### src/rtl/lcd4_pkg.sv
// Types, codes and constant tables for the character display sequencer.
// No dependencies.
package lcd4_pkg;

    localparam logic [2:0] REQ_CMD    = 3'd0;
    localparam logic [2:0] REQ_DATA   = 3'd1;
    localparam logic [2:0] REQ_CURSOR = 3'd2;
    localparam logic [2:0] REQ_CLEAR  = 3'd3;
    localparam logic [2:0] REQ_INIT   = 3'd4;

    localparam logic [16:0] HOLD_SETUP   = 17'd1;
    localparam logic [16:0] HOLD_STROBE  = 17'd10;
    localparam logic [16:0] HOLD_SETTLE  = 17'd100;
    localparam logic [16:0] HOLD_POWERUP = 17'd100000;
    localparam logic [16:0] EXTRA_CLEAR  = 17'd2000;

    localparam logic [7:0] CMD_CLEAR   = 8'h01;
    localparam logic [7:0] CMD_SET_DDR = 8'h80;
    localparam logic [7:0] ROW1_BASE   = 8'h40;
    localparam logic [7:0] MAX_COLUMN  = 8'd15;

    // Index of the last nibble of the power-on sequence after the initial wait.
    localparam logic [3:0] INIT_LAST_NIB = 4'd13;

    typedef struct packed {
        logic [2:0] req_type;
        logic [7:0] byte_value;
        logic [7:0] row;
        logic [7:0] column;
    } req_t;

    typedef struct packed {
        logic        reg_select;
        logic [3:0]  data_nibble;
        logic        enable;
        logic [16:0] hold_us;
        logic        last;
    } step_t;

    typedef struct packed {
        logic       is_init;
        logic       rs;
        logic       clear;
        logic [7:0] byte_val;
    } job_t;

    function automatic logic [3:0] init_nibble(input logic [3:0] idx);
        logic [3:0] nib;
        case (idx)
            4'd0:    nib = 4'h3;
            4'd1:    nib = 4'h3;
            4'd2:    nib = 4'h3;
            4'd3:    nib = 4'h2;
            4'd4:    nib = 4'h2;
            4'd5:    nib = 4'h8;
            4'd6:    nib = 4'h0;
            4'd7:    nib = 4'h8;
            4'd8:    nib = 4'h0;
            4'd9:    nib = 4'h1;
            4'd10:   nib = 4'h0;
            4'd11:   nib = 4'h6;
            4'd12:   nib = 4'h0;
            4'd13:   nib = 4'hC;
            default: nib = 4'h0;
        endcase
        return nib;
    endfunction

    function automatic logic [16:0] init_extra(input logic [3:0] idx);
        logic [16:0] ext;
        case (idx)
            4'd0:    ext = 17'd10000;
            4'd1:    ext = 17'd200;
            4'd2:    ext = 17'd200;
            4'd3:    ext = 17'd200;
            4'd9:    ext = 17'd5000;
            default: ext = 17'd0;
        endcase
        return ext;
    endfunction

endpackage

### src/rtl/character_lcd_4bit_sequencer.sv
// Four-bit character display sequencer: one request in, a run of pin steps out.
// A request's first step passes the job queue, job_reg and the result queue.
// Throughput: one step per cycle while the result queue is not full; a byte,
// cursor or clear request makes 6 steps, power-on 43 and unknown types none.
// Reset: asynchronous, active low; it empties both queues and idles the sequencer.
// Depends on lcd4_pkg, lcd4_front, lcd4_fifo and lcd4_back.
module character_lcd_4bit_sequencer #(
    parameter int JOB_DEPTH  = 2,
    parameter int STEP_DEPTH = 2
) (
    input  logic            clk,
    input  logic            rst_n,
    input  logic            push,
    output logic            full,
    input  lcd4_pkg::req_t  req,
    output logic            empty,
    input  logic            pop,
    output lcd4_pkg::step_t result
);
    import lcd4_pkg::*;

    // Front side: classify the request; unknown types are accepted and dropped.
    job_t job_in;
    logic known;

    lcd4_front u_front (
        .req   (req),
        .job   (job_in),
        .known (known)
    );

    // Job queue: decouples acceptance from the step sequencer.
    job_t job_head;
    logic job_empty;
    logic job_full;
    logic job_take;

    assign full = job_full;

    lcd4_fifo #(
        .WIDTH ($bits(job_t)),
        .DEPTH (JOB_DEPTH)
    ) u_job_q (
        .clk   (clk),
        .rst_n (rst_n),
        .push  (push && known),
        .wdata (job_in),
        .full  (job_full),
        .pop   (job_take),
        .rdata (job_head),
        .empty (job_empty)
    );

    // Back side: walk the nibbles and strobe phases of the current job, and
    // load the next job on the cycle that emits the last step of this one.
    step_t step;
    logic  step_valid;
    logic  step_full;

    lcd4_back u_back (
        .clk        (clk),
        .rst_n      (rst_n),
        .job        (job_head),
        .job_valid  (!job_empty),
        .job_take   (job_take),
        .step       (step),
        .step_valid (step_valid),
        .step_full  (step_full)
    );

    // Result queue: holds finished steps so a stalled consumer does not block
    // the sequencer until it fills.
    lcd4_fifo #(
        .WIDTH ($bits(step_t)),
        .DEPTH (STEP_DEPTH)
    ) u_step_q (
        .clk   (clk),
        .rst_n (rst_n),
        .push  (step_valid),
        .wdata (step),
        .full  (step_full),
        .pop   (pop),
        .rdata (result),
        .empty (empty)
    );
endmodule

### src/rtl/lcd4_fifo.sv
// Small register queue with first-word fall-through output.
// No package dependencies.
module lcd4_fifo #(
    parameter int WIDTH = 8,
    parameter int DEPTH = 2
) (
    input  logic             clk,
    input  logic             rst_n,
    input  logic             push,
    input  logic [WIDTH-1:0] wdata,
    output logic             full,
    input  logic             pop,
    output logic [WIDTH-1:0] rdata,
    output logic             empty
);
    localparam int PW = (DEPTH > 1) ? $clog2(DEPTH) : 1;
    localparam int CW = $clog2(DEPTH + 1);

    logic [WIDTH-1:0] mem_reg [DEPTH];
    logic [PW-1:0]    wr_ptr_reg, wr_ptr_next;
    logic [PW-1:0]    rd_ptr_reg, rd_ptr_next;
    logic [CW-1:0]    count_reg, count_next;
    logic             do_push, do_pop;

    assign full    = (count_reg == CW'(DEPTH));
    assign empty   = (count_reg == '0);
    assign do_push = push && !full;
    assign do_pop  = pop && !empty;
    assign rdata   = mem_reg[rd_ptr_reg];

    always_comb
    begin
        wr_ptr_next = wr_ptr_reg;
        rd_ptr_next = rd_ptr_reg;
        count_next  = count_reg;
        if (do_push)
        begin
            wr_ptr_next = (wr_ptr_reg == PW'(DEPTH - 1)) ? '0 : wr_ptr_reg + 1'b1;
        end
        if (do_pop)
        begin
            rd_ptr_next = (rd_ptr_reg == PW'(DEPTH - 1)) ? '0 : rd_ptr_reg + 1'b1;
        end
        if (do_push && !do_pop)
        begin
            count_next = count_reg + 1'b1;
        end
        else if (do_pop && !do_push)
        begin
            count_next = count_reg - 1'b1;
        end
    end

    always_ff @(posedge clk or negedge rst_n)
    begin
        if (!rst_n)
        begin
            wr_ptr_reg <= '0;
            rd_ptr_reg <= '0;
            count_reg  <= '0;
        end
        else
        begin
            wr_ptr_reg <= wr_ptr_next;
            rd_ptr_reg <= rd_ptr_next;
            count_reg  <= count_next;
        end
    end

    always_ff @(posedge clk)
    begin
        if (do_push)
        begin
            mem_reg[wr_ptr_reg] <= wdata;
        end
    end
endmodule

### src/rtl/lcd4_front.sv
// Request classifier: turns a request into a job for the step sequencer.
// Depends on lcd4_pkg.
module lcd4_front (
    input  lcd4_pkg::req_t req,
    output lcd4_pkg::job_t job,
    output logic           known
);
    import lcd4_pkg::*;

    logic [7:0] row_base;
    logic [7:0] col_clamped;

    assign row_base    = (req.row == 8'd0) ? 8'h00 : ROW1_BASE;
    assign col_clamped = (req.column > MAX_COLUMN) ? MAX_COLUMN : req.column;

    always_comb
    begin
        job   = '0;
        known = 1'b1;
        case (req.req_type)
            REQ_CMD:
            begin
                job.byte_val = req.byte_value;
            end
            REQ_DATA:
            begin
                job.rs       = 1'b1;
                job.byte_val = req.byte_value;
            end
            REQ_CURSOR:
            begin
                job.byte_val = CMD_SET_DDR | (row_base + col_clamped);
            end
            REQ_CLEAR:
            begin
                job.clear    = 1'b1;
                job.byte_val = CMD_CLEAR;
            end
            REQ_INIT:
            begin
                job.is_init = 1'b1;
            end
            default:
            begin
                // drop unknown request types
                known = 1'b0;
            end
        endcase
    end
endmodule

### src/rtl/lcd4_back.sv
// Step sequencer: expands one job into pin steps, one step per cycle while step_full is low.
// Depends on lcd4_pkg.
module lcd4_back (
    input  logic            clk,
    input  logic            rst_n,
    input  lcd4_pkg::job_t  job,
    input  logic            job_valid,
    output logic            job_take,
    output lcd4_pkg::step_t step,
    output logic            step_valid,
    input  logic            step_full
);
    import lcd4_pkg::*;

    logic       busy_reg, busy_next;
    logic       wait_reg, wait_next;
    logic [3:0] nib_reg, nib_next;
    logic [1:0] phase_reg, phase_next;
    job_t       job_reg, job_next;

    logic [3:0]  cur_nib;
    logic [16:0] extra;
    logic        emit;

    always_comb
    begin
        if (job_reg.is_init)
        begin
            cur_nib = init_nibble(nib_reg);
            extra   = init_extra(nib_reg);
        end
        else
        begin
            cur_nib = nib_reg[0] ? job_reg.byte_val[3:0] : job_reg.byte_val[7:4];
            extra   = (job_reg.clear && nib_reg[0]) ? EXTRA_CLEAR : 17'd0;
        end

        step = '0;
        if (wait_reg)
        begin
            step.hold_us = HOLD_POWERUP;
        end
        else
        begin
            step.reg_select  = job_reg.rs;
            step.data_nibble = cur_nib;
            step.enable      = (phase_reg == 2'd1);
            case (phase_reg)
                2'd0:    step.hold_us = HOLD_SETUP;
                2'd1:    step.hold_us = HOLD_STROBE;
                default: step.hold_us = HOLD_SETTLE + extra;
            endcase
            step.last = (phase_reg == 2'd2) &&
                        (nib_reg == (job_reg.is_init ? INIT_LAST_NIB : 4'd1));
        end
    end

    assign emit       = busy_reg && !step_full;
    assign step_valid = emit;
    assign job_take   = job_valid && (!busy_reg || (emit && step.last));

    always_comb
    begin
        busy_next  = busy_reg;
        wait_next  = wait_reg;
        nib_next   = nib_reg;
        phase_next = phase_reg;
        job_next   = job_reg;
        if (emit)
        begin
            if (wait_reg)
            begin
                wait_next = 1'b0;
            end
            else if (phase_reg == 2'd2)
            begin
                phase_next = 2'd0;
                nib_next   = nib_reg + 1'b1;
                if (step.last)
                begin
                    busy_next = 1'b0;
                end
            end
            else
            begin
                phase_next = phase_reg + 1'b1;
            end
        end
        if (job_take)
        begin
            busy_next  = 1'b1;
            wait_next  = job.is_init;
            nib_next   = '0;
            phase_next = '0;
            job_next   = job;
        end
    end

    always_ff @(posedge clk or negedge rst_n)
    begin
        if (!rst_n)
        begin
            busy_reg  <= 1'b0;
            wait_reg  <= 1'b0;
            nib_reg   <= '0;
            phase_reg <= '0;
        end
        else
        begin
            busy_reg  <= busy_next;
            wait_reg  <= wait_next;
            nib_reg   <= nib_next;
            phase_reg <= phase_next;
        end
    end

    always_ff @(posedge clk)
    begin
        job_reg <= job_next;
    end
endmodule

### config.mk
export PLATFORM = sky130hd
export DESIGN_NAME = character_lcd_4bit_sequencer
export DESIGN_NICKNAME = d
export VERILOG_FILES = /design/src/rtl/lcd4_pkg.sv /design/src/rtl/character_lcd_4bit_sequencer.sv /design/src/rtl/lcd4_fifo.sv /design/src/rtl/lcd4_front.sv /design/src/rtl/lcd4_back.sv
export SDC_FILE = /design/constraint.sdc
export NUM_CORES = 1
export LEC_CHECK = 0
export ABC_AREA = 1
export BUFFER_PORTS_ARGS = -buffer_cell sky130_fd_sc_hd__buf_2
export CAP_MARGIN = 0
export CELL_PAD_IN_SITES_DETAIL_PLACEMENT = 0
export CELL_PAD_IN_SITES_GLOBAL_PLACEMENT = 2
export CORE_UTILIZATION = 33
export DETAILED_ROUTE_END_ITERATION = 10
export GPL_TIMING_DRIVEN = 1
export PLACE_DENSITY = 0.83
export SYNTH_ARGS = -nofsm -noshare
export SYNTH_HDL_FRONTEND = slang
export SYNTH_SLANG_ARGS = --single-unit
### constraint.sdc
create_clock -name clk -period 2.2 [get_ports clk]
set_input_delay 0.11 -clock clk [delete_from_list [all_inputs] [get_ports clk]]
set_output_delay 0.11 -clock clk [all_outputs]
set_load 0.02 [all_outputs]
==> metrics.md, run 1 <==
| Metric | Value |
|---|---|
| Main combinational cell family by area after synthesis | `simple AND/OR/NAND/NOR gates` |
| Post-Synth Adder-Cell Area | `3.01%` |
| Vias in the first global route | `2716` |
| Depth of the CTS H-tree | `3` |
| Switching power | `2.90 mW` |
| Synth Area in Simple Gates | `23.4%` |
| DR vias/cell | `4.35` |
| Maximum vdd drop | `~0.56 mV` |
| Setup tns final | `0 ps` |
| Final WL | `between 7 and 8 mm` |
| Flops & latches, synth | `91` |
| Pint | `4.48 mW` |
| Routed Antenna Nets | `0` |
| GRT Residual Overflow | `0` |
| Area after DPL | `4660 sq um` |
| Setup violations, final | `0` |
| FF+latch area | `2650 sq um` |
| Reg2reg end | `u_step_q.mem_reg[0][11]` |
| Comb pwr share | `40.4%` |
| R2R Path Start | `u_back.nib_reg[0]` |
| First-pass GRT wire length | `between 10 and 15 mm` |
| Slew @ Worst Pin | `719 ps` |
| Nets | `520` |
| Flop pwr share | `41.0%` |
| Full die area | `13100 sq um` |
| Mapped Area | `approximately 4200 sq um` |
| Area Overhead vs Synth | `18.9%` |
| RSZ-0062 raised after global routing | `false` |
| Clock Latency Late Sink | `330 ps` |
| Number of buffers created by CTS | `9` |
| Core Rows | `40` |
| Switch share | `39.3%` |
| Startpoint Class | `flop` |
| Max-slew headroom | `52.0%` |
| Via count | `2836` |
| Area of the multi-input gates | `1310 sq um` |
| Clock power frac | `18.6%` |
| Worst r2r path cells | `14` |
| Initial antenna violation count | `0` |
| CP Max Fanout | `4` |
| CP arrival | `around 2100 ps` |
| Pin count of the biggest net entering global routing | `23` |
| Reg2reg setup slack | `approximately 160 ps` |
| Core Region | `12200 sq um` |
| Post-Synthesis Cells | `approximately 410` |
| Multiplexer area fraction after synthesis | `0%` |
| Hold Fails Final Rpt | `0` |
| Design Area, Final | `4950 sq um` |
| Mean Syn Cell Area | `10.1 sq um` |
| Cell Pwr Density | `around 1500 nW/um^2` |
| Die H | `114 microns` |
| Total power | `approximately 7.4 mW` |
| Clock sinks | `around 90` |
| Filler instances | `1197` |
| Maximum clock rate | `0.489 GHz` |
| Post-synthesis compound-gate area fraction | `3.91%` |
| Hold Crit Start | `req[23]` |
| Share of layout cells above drive strength 1 | `21.5%` |
| Initial Utilization | `34.2%` |
| Buffers on Ports | `between 50 and 60` |
| CTS clk-pin slew, worst paths | `60 ps` |
| DR WL/cell | `between 10 and 15 microns` |
| Die W | `114 microns` |
| WHS Endpoint | `u_job_q.mem_reg[1][7]` |
| Residual DRC | `0` |
| Count of final max-slew check failures | `0` |
| Maxcap violations | `0` |
| Final Skew | `6.05 ps` |
| Syn_nets | `454` |
| Share of the clock period used by the worst path | `around 93%` |
| XOR/XNOR share of the synthesized area | `1.05%` |
| CTS tree | `yes` |
| CP Class | `flop to flop` |
| Hold path cells | `3` |
| GRT Util Overall | `12.7%` |
| I/O pins | `between 50 and 60` |
| YS warnings | `0` |
| Clock Tree Buf Depth | `2` |
| Outcome | `complete, no violations` |
| Drt first-iter violations | `74` |
| Dpl hpwl | `5.52 mm` |
| Data required, critical path | `2280 ps` |
| CP Capture Type | `flop` |
| Max FFs per register | `42` |
| Diode count | `0` |
| Hold WC Path Type | `primary input to flop` |
| Cell variety after synth | `33` |
| Min Tclk post-route | `2040 ps` |
| GPL Wtd Cong | `0.779` |
| Leakage | `about 2.2 nW` |
| Root Driver | `clkbuf_16` |
| Sequential share of the synthesized area | `a little under two thirds` |
| 1st-pass router iterations | `4` |
## worst max path at each step
stage | from | end | cells past startpoint
6_report | u_back.nib_reg[0] | u_step_q.mem_reg[0][11] | 14
5_1_grt | u_back.nib_reg[0] | u_step_q.mem_reg[1][11] | 14
4_1_cts | u_back.nib_reg[1] | u_step_q.mem_reg[0][11] | 14
3_5_place_dp | u_back.nib_reg[1] | u_step_q.mem_reg[1][11] | 14
3_3_place_gp | u_back.nib_reg[1] | u_step_q.mem_reg[0][11] | 14
2_1_floorplan | u_back.nib_reg[0] | u_step_q.mem_reg[0][11] | 15
## routing by layer
layer	global-route usage [%]	part of all wire, %	wire length [microns]
met2	22.0	49	3670
met4	5.45	1.9	146
met5	0	0	0
met1	15.0	45	3410
met3	3.02	3.8	287
## worst max-delay path, cell delays in order, from the launching register on
cell and delay [ps]:
dfrtp_1 410, inv_2 60, ha_1 200, nor2_1 90, nand2_1 90, a21oi_2 180
nand2_1 70, nand2_1 50, inv_1 40, ha_1 180, ha_1 190, inv_1 60
nand2_1 40, nand3_1 70, nand2_1 60
## placed cells by master, fill, tap and decap left out, drive strengths merged, types with 2 or more instances in the layout
master,instances
dfrtp,16
nor2,43
buf,67
nand2,165
edfxtp,75
clkinvlp,3
o21ai,16
inv,34
clkinv,2
a21oi,7
nand4,2
nand3,15
ha,10
xnor2,4
nor3,6
clkbuf,10
## power by group through the flow
stage	logic [mW]	registers, mW	clock network [mW]
floorplan	2.17	3.00	0
global placement	2.97	3.04	0
detailed placement	3.02	3.06	0
CTS	3.03	3.03	1.42
global route	3.38	3.09	1.49
finish	2.98	3.03	1.38
## cell families after synthesis
| logic type | after synthesis |
|---|---|
| buffers and inverters | 46 |
| DFF | 91 |
| xor gates and xnor gates | 5 |
| AOI/OAI and AO/OA | 28 |
| and+or+nand+nor | 232 |
| adders and majority gates | 10 |
| other | 1 |
## area by class of cell
class	count	share of cell area, %
Clock inverter	6	0.809
Sequential cell	91	53.6
Multi-Input combinational cell	276	26.5
Clock buffer	10	4.62
Tap cell	168	4.25
Inverter	33	2.60
Timing Repair Buffer	68	7.58
## per-stage QoR
step | util [%] | cells | hold slack, ps | worst slack [ps]
final | 40.7 | 652 | 77.1 | 156
after detailed placement | 38.3 | 634 | 69.4 | 108
after global placement | 38.3 | 634 | 63.3 | 177
after floorplan | - | 413 | -186 | 45.2
after CTS | 40.6 | 651 | 71.2 | 88.9
after global routing | 40.7 | 652 | 96.1 | 9.04
## synthesized netlist by cell type
cell        n  share of area, %
nand2_1   159                14
edfxtp_1   75                54
nor2_1     36               3.2
inv_1      29               2.6
dfrtp_1    16               9.6
o21ai_0    15               1.8
nand3_1    14               1.7
ha_1       10               3.0
a21oi_1     7              0.84
nor3_1      6              0.72
clkbuf_1    5              0.45
buf_4       4              0.72
nor2_2      4              0.60
xnor2_1     4              0.84
inv_2       3              0.27
nand2_2     3              0.45
nand2_4     3              0.81
nor2_4      3              0.81
buf_2       2              0.24
nand4_1     2              0.30
a211oi_1    1              0.18
a21boi_4    1              0.45
a22o_1      1              0.21
a31oi_1     1              0.15
and2_1      1              0.15
buf_1       1             0.090
buf_6       1              0.27
conb_1      1             0.090
inv_6       1              0.21
nand3_2     1              0.24
o21ai_1     1              0.12
o22ai_1     1              0.15
xor2_1      1              0.21
## what timing repair did
action,CTS,global route
endpoints found under the setup margin,0,5
buffers inserted,0,1
gates resized for setup,0,3
hold buffers,1,0
hold endpoints to repair,16,0
Note: power is estimated with default switching activity, not from simulation.
==> run 2, diff against run 1 <==
Settings changed: CORE_UTILIZATION 33 to 35, CTS_BUF_LIST set to sky130_fd_sc_hd__clkbuf_4, PLACE_DENSITY 0.83 to 0.86, SYNTH_HIERARCHICAL set to 1, TNS_END_PERCENT set to 20.
==> run 2 against run 1 <==
Compared with the run above: sequential share of layout area fell by 0.89 points; routed wire length rose by 6.4%; synthesized cell count rose by 11%; worst hold slack got worse by 19 ps; clock skew rose by 12 ps; design area rose by 8.6%; global-route usage barely moved; area after synthesis rose by 9.9%; total power fell by 1.2%; critical endpoint is now u_step_q/mem_reg[0][11].
==> metrics.md, run 2 <==
| Metric | Value |
|---|---|
| Outcome | `complete, no violations` |
| Mapped Area | `4580 sq um` |
| Via count | `3156` |
| Maximum vdd drop | `approximately 0.40 mV` |
| Area leader, netlist | `edfxtp_1` |
| I/O pins | `57` |
| Largest stage delay, worst path | `450 ps` |
| Startpoint Class | `flop` |
| GPL Wtd Cong | `~0.77` |
| Comb pwr share | `42.7%` |
| Clock Latency Late Sink | `440 ps` |
| Count of final max-slew check failures | `0` |
| Full die area | `13500 sq um` |
| Most common cell on crit path | `nand2_1` |
| Max FFs per register | `48` |
| Final Skew | `between 15 and 20 ps` |
| Number of buffers created by CTS | `9` |
| Cell variety after synth | `39` |
| Area Overhead vs Synth | `17.6%` |
| Setup tns final | `0 ps` |
| Top-area cell type share of the netlist area | `53.2%` |
| Residual DRC | `0` |
| 1st-pass router iterations | `5` |
| Diode count | `0` |
| Post-synthesis compound-gate area fraction | `4.21%` |
| DR WL/cell | `11.2 microns` |
| Total power | `about 7.3 mW` |
| Nets | `580` |
| Pin count of the biggest net entering global routing | `26` |
| Min Tclk post-route | `2050 ps` |
| Depth of the CTS H-tree | `3` |
| Share of the clock period used by the worst path | `93.3%` |
| Leakage | `2.45 nW` |
| FF+latch area | `2840 sq um` |
| Switch share | `about two fifths` |
| Cell Pwr Density | `1360 nW/um^2` |
| DR vias/cell | `~4.4` |
| Data required, critical path | `about 2400 ps` |
| Reg2reg setup slack | `150 ps` |
| CP Max Fanout | `4` |
| CTS clk-pin slew, worst paths | `140 ps` |
| Final core occ | `42.5%` |
| Dpl hpwl | `around 5.7 mm` |
| Core Rows | `41` |
| Clock power frac | `13.3%` |
| Reg2reg end | `u_step_q/mem_reg[0][11]` |
| Ys flop type | `edfxtp_1` |
| Area contributors post-synth | `edfxtp_1, nand2_1, dfrtp_1` |
| Worst hold margin | `58.0 ps` |
| Routed Antenna Nets | `0` |
| Core Region | `12700 sq um` |
| Filler instances | `1233` |
| XOR/XNOR share of the synthesized area | `0.574%` |
| Flops & latches, synth | `97` |
| Leading cell types in the layout, fill and taps excluded | `nand2_1, edfxtp_1, buf_2, inv_1, nor2_1` |
| Drt first-iter violations | `132` |
| Setup violations, final | `0` |
| YS warnings | `6` |
| Synth Area in Simple Gates | `23.8%` |
| Post-synth EDFFs | `81` |
| CP arrival | `around 2300 ps` |
| R2R Path Start | `u_back/nib_reg[1]` |
| Slowest stage cell, crit path | `dfrtp_2` |
| Switching power | `3.00 mW` |
| Final WL | `7.99 mm` |
| Post-Synth Adder-Cell Area | `~2.7%` |
| CP Capture Type | `flop` |
| Share of layout cells above drive strength 1 | `a little under a quarter` |
| Mean Syn Cell Area | `9.95 sq um` |
| Cells along the critical path | `buf_4, ha_1, nor2_1, nand2_1, nand2_1, nand2_1, nand2_2, nand2_1, ha_1, ha_1, inv_1, nand2_1, nand2_1, o21ai_2` |
| RSZ-0062 raised after global routing | `false` |
| Most common cell after layout, fill and taps aside | `nand2_1` |
| Area of the multi-input gates | `1480 sq um` |
| Main combinational cell family by area after synthesis | `simple AND/OR/NAND/NOR gates` |
| Pint | `4.30 mW` |
| Die W | `116 microns` |
| Hold WC Path Type | `primary input to flop` |
| CP Class | `flop to flop` |
| Maxcap violations | `0` |
| Maximum clock rate | `about 0.49 GHz` |
| Worst r2r path cells | `14` |
| Initial Utilization | `36.1%` |
| Vias in the first global route | `2898` |
| Top cells by count, synth | `nand2_1, edfxtp_1, inv_1, nor2_1, dfrtp_1` |
| Critical Path End | `u_step_q/mem_reg[0][11]` |
| Post-Synthesis Cells | `460` |
| Ys async rst share | `approximately 16%` |
| Most common cell in the netlist | `nand2_1` |
| Buffers on Ports | `56` |
| Flop pwr share | `44.0%` |
| CTS tree | `yes` |
| Syn_nets | `501` |
| GRT Residual Overflow | `0` |
| Clock sinks | `97` |
| Clock Tree Buf Depth | `2` |
| Root Driver | `clkbuf_4` |
| Initial antenna violation count | `0` |
| Die H | `116 microns` |
| Hold Fails Final Rpt | `0` |
| CP startpoint | `u_back/nib_reg[1]` |
| Multiplexer area fraction after synthesis | `0%` |
| First-pass GRT wire length | `~13 mm` |
| Sequential share of the synthesized area | `61.9%` |
| GRT Util Overall | `12.6%` |
## run 2: critical path, delay by kind of cell (launching register included)
| kind | cells | cell delay (ps) |
|---|---|---|
| AO/OA/AOI/OAI | 1 | 60 |
| adder cells (fa/ha/maj) | 3 | 540 |
| buffers and inverters | 2 | 210 |
| flip-flops | 1 | 450 |
| AND/OR/NAND/NOR | 8 | 550 |
## run 2: repair_timing
action | CTS | global route
endpoints found under the setup margin | 0 | 5
hold buffers | 10 | 0
gates resized for setup | 0 | 9
setup buffers | 0 | 6
endpoints found under the hold margin | 33 | 0
## run 2: layout make-up
type	instances	area share, %
Clock buffer	10	1.40
Multi-Input combinational cell	296	27.4
Tap cell	172	4.00
Inverter	52	3.65
Timing Repair Buffer	83	9.44
Sequential cell	97	52.7
Clock inverter	6	1.37
## run 2: logic make-up after synthesis
group	after synthesis
AO/OA/AOI/OAI	33
buffers and inverters	67
other	1
AND/OR/NAND/NOR	249
flip-flops	97
adder cells (fa/ha/maj)	10
XOR/XNOR	3
## run 2: how the worst min path moves through the flow
stage,start,endpoint,slack (ps),depth (start not counted)
after global routing,req[26],u_job_q/mem_reg[0][9],10,2
final,req[26],u_job_q/mem_reg[0][9],60,2
after global placement,rst_n,u_step_q/rd_ptr_reg,60,1
after detailed placement,rst_n,u_step_q/rd_ptr_reg,70,1
after floorplan,rst_n,u_back/busy_reg,-190,0
after CTS,req[24],u_job_q/mem_reg[1][10],20,2
## run 2: through the flow
step,worst slack [ps],cell area (sq um),instances
final,146,5380,716
after floorplan,34.0,4590,460
after CTS,45.0,5310,710
after global routing,13.9,5380,716
after detailed placement,85.9,5060,684
after global placement,163,5060,684
## run 2: power by group through the flow
stage	clock [mW]	combinational (mW)	sequential, mW
floorplan	0	2.30	3.16
global placement	0	3.02	3.23
detailed placement	0	3.08	3.26
CTS	1.01	3.10	3.21
global route	1.07	3.53	3.29
finish	0.968	3.12	3.21
## run 2: metal layers
| metal | track usage [%] | vias up | wire [microns] |
|---|---|---|---|
| met5 | 0 | - | 0 |
| met4 | 5.56 | 0 | 140 |
| met3 | 2.85 | 10 | 304 |
| met2 | 22.1 | 77 | 3920 |
| met1 | 14.8 | 1416 | 3630 |
| li1 | - | 1653 | - |
==> run 3, diff against run 2 <==
==> constraint.sdc (replaced) <==
create_clock -name clk -period 2.2 [get_ports clk]
set_input_delay 0.11 -clock clk [delete_from_list [all_inputs] [get_ports clk]]
set_output_delay 0.11 -clock clk [all_outputs]
set_load 0.005 [all_outputs]
==> run 3 against run 2 <==
Compared with the run above: setup slack improved by 14 ps; design area fell by 0.79%; sequential cell count did not move; routed wire length shrank 0.83%; combinational power fell by 14%.
==> metrics.md, run 3 (synthesis results as in run 2) <==
| Metric | Value |
|---|---|
| Root Driver | `clkbuf_4` |
| 1st-pass router iterations | `4` |
| Leakage | `2.43 nW` |
| Switch share | `37.9%` |
| Routed Antenna Nets | `0` |
| I/O pins | `57` |
| Comb pwr share | `around two fifths` |
| Max FFs per register | `48` |
| Cell Pwr Density | `1280 nW/um^2` |
| Full die area | `approximately 14000 sq um` |
| Residual DRC | `0` |
| Hold Fails Final Rpt | `0` |
| Maximum vdd drop | `0.407 mV` |
| Setup violations, final | `0` |
| CP Capture Type | `flop` |
| Placed cell count | `684` |
| Pin count of the biggest net entering global routing | `26` |
| Vias in the first global route | `2937` |
| Clock Latency Late Sink | `between 400 and 500 ps` |
| Area Overhead vs Synth | `16.6%` |
| Startpoint Class | `flop` |
| GRT Residual Overflow | `0` |
| Core Rows | `41` |
| Dpl ws | `74.2 ps` |
| Most common cell after layout, fill and taps aside | `nand2_1` |
| Data required, critical path | `between 2000 and 2500 ps` |
| Dpl hpwl | `5.70 mm` |
| Switching power | `2.59 mW` |
| Count of final max-slew check failures | `0` |
| Nets | `577` |
| Final Skew | `17.4 ps` |
| Final core occ | `42.1%` |
| Maxcap violations | `0` |
| Worst r2r path cells | `14` |
| Depth of the CTS H-tree | `3` |
| DR vias/cell | `4.39` |
| CP Max Fanout | `4` |
| Clock sinks | `97` |
| Reg2reg end | `u_step_q/mem_reg[0][11]` |
| Reg2reg setup slack | `160 ps` |
| Critical Path End | `u_step_q/mem_reg[0][11]` |
| Via count | `3134` |
| Die W | `116 microns` |
| Initial antenna violation count | `0` |
| Initial Utilization | `between 30 and 40%` |
| DR WL/cell | `11.1 microns` |
| Hold WC Path Type | `primary input to flop` |
| Share of the clock period used by the worst path | `92.7%` |
| GRT Util Overall | `roughly 13%` |
| GPL Wtd Cong | `between 0.7 and 0.8` |
| CTS clk-pin slew, worst paths | `approximately 150 ps` |
| R2R Path Start | `u_back/nib_reg[1]` |
| Maximum clock rate | `0.490 GHz` |
| Post-route insts no fill | `714` |
| Share of layout cells above drive strength 1 | `approximately 23%` |
| Drt first-iter violations | `about 170` |
| Min Tclk post-route | `2040 ps` |
| Buffers on Ports | `56` |
| Slack of the critical path | `between 150 and 200 ps` |
| Clock power frac | `14.0%` |
| CP Class | `flop to flop` |
| CP arrival | `2240 ps` |
| Leading cell types in the layout, fill and taps excluded | `nand2_1, edfxtp_1, buf_2, inv_1, nor2_1` |
| First-pass GRT wire length | `13.1 mm` |
| Outcome | `complete, no violations` |
| Pint | `4.25 mW` |
| CP startpoint | `u_back/nib_reg[1]` |
| Die H | `116 microns` |
| Core Region | `12700 sq um` |
| CTS tree | `yes` |
| Final WL | `7.93 mm` |
| Filler instances | `between 1000 and 1500` |
| Number of buffers created by CTS | `9` |
| Clock Tree Buf Depth | `2` |
| Flop pwr share | `approximately 47%` |
run 3: changes by cell type in the layout (fill, tap and decap cells not counted), sizes merged:
| cell | delta |
|---|---|
| diode | +1 |
| buf | -3 |
| clkinv | -1 |
| clkbuf | -1 |
| clkinvlp | +2 |
run 3: area by class of cell:
class                   instances  area [sq um]  share of cell area (%)
flip-flops and latches         97          2830                    53.1
multi-input cells             296          1460                    27.3
repair buffers                 80           485                    9.10
well taps                     172           215                    4.03
inverters                      52           196                    3.68
clock inverters                 7          76.3                    1.43
clock buffers                   9          67.6                    1.27
diodes                          1          2.50                  0.0469
run 3: worst min path at each step:
| stage | startpoint | to | slack, ps | cells past startpoint |
|---|---|---|---|---|
| after detailed placement | rst_n | u_step_q/rd_ptr_reg | 60 | 1 |
| after global routing | req[24] | u_job_q/mem_reg[1][10] | 10 | 2 |
| after CTS | req[26] | u_job_q/mem_reg[1][9] | 6 | 2 |
| final | req[15] | u_job_q/mem_reg[1][6] | 40 | 5 |
| after floorplan | rst_n | u_back/busy_reg | -190 | 0 |
| after global placement | rst_n | u_step_q/rd_ptr_reg | 60 | 1 |
run 3: worst max-delay path, cell delays in order (launching register included):
cell and delay [ps]:
dfrtp_1 430, buf_4 140, ha_1 170, nor2_1 100
nand2_1 60, nand2_1 80, nand2_1 70, nand2_2 90
nand2_1 60, ha_1 190, ha_1 170, inv_1 70
nand2_1 50, nand2_1 60, o21ai_1 70
run 3: per-layer routing:
metal  wire length [microns]  GRT usage, %  vias up
met5                       0             0        -
met4                     106          5.38        0
met3                     274          3.01        8
met2                    3920          22.6       62
met1                    3630          14.6     1414
li1                        -             -     1650
run 3: power groups by stage:
stage                     Sequential, mW  Combinational [mW]  Clock, mW
final                               3.21                2.68      0.961
after global routing                3.29                3.11       1.07
after CTS                           3.22                2.69       1.00
after detailed placement            3.26                2.67          0
after global placement              3.23                2.62          0
after floorplan                     3.16                1.91          0
run 3: repair_timing:
action,CTS,global route
hold endpoints to repair,33,0
buffers inserted,0,3
resized for setup,0,4
hold buffers,10,0
endpoints found under the setup margin,0,5
run 3: through the flow:
step	setup TNS (ps)	total power, mW	cell area [sq um]	hold WS, ps
3_5_place_dp	0	5.93	5060	55.1
3_3_place_gp	0	5.85	5060	55.9
5_1_grt	-2.33	7.47	5330	12.2
4_1_cts	0	6.91	5300	5.73
2_1_floorplan	0	5.06	4590	-186
6_report	0	6.85	5340	44.3
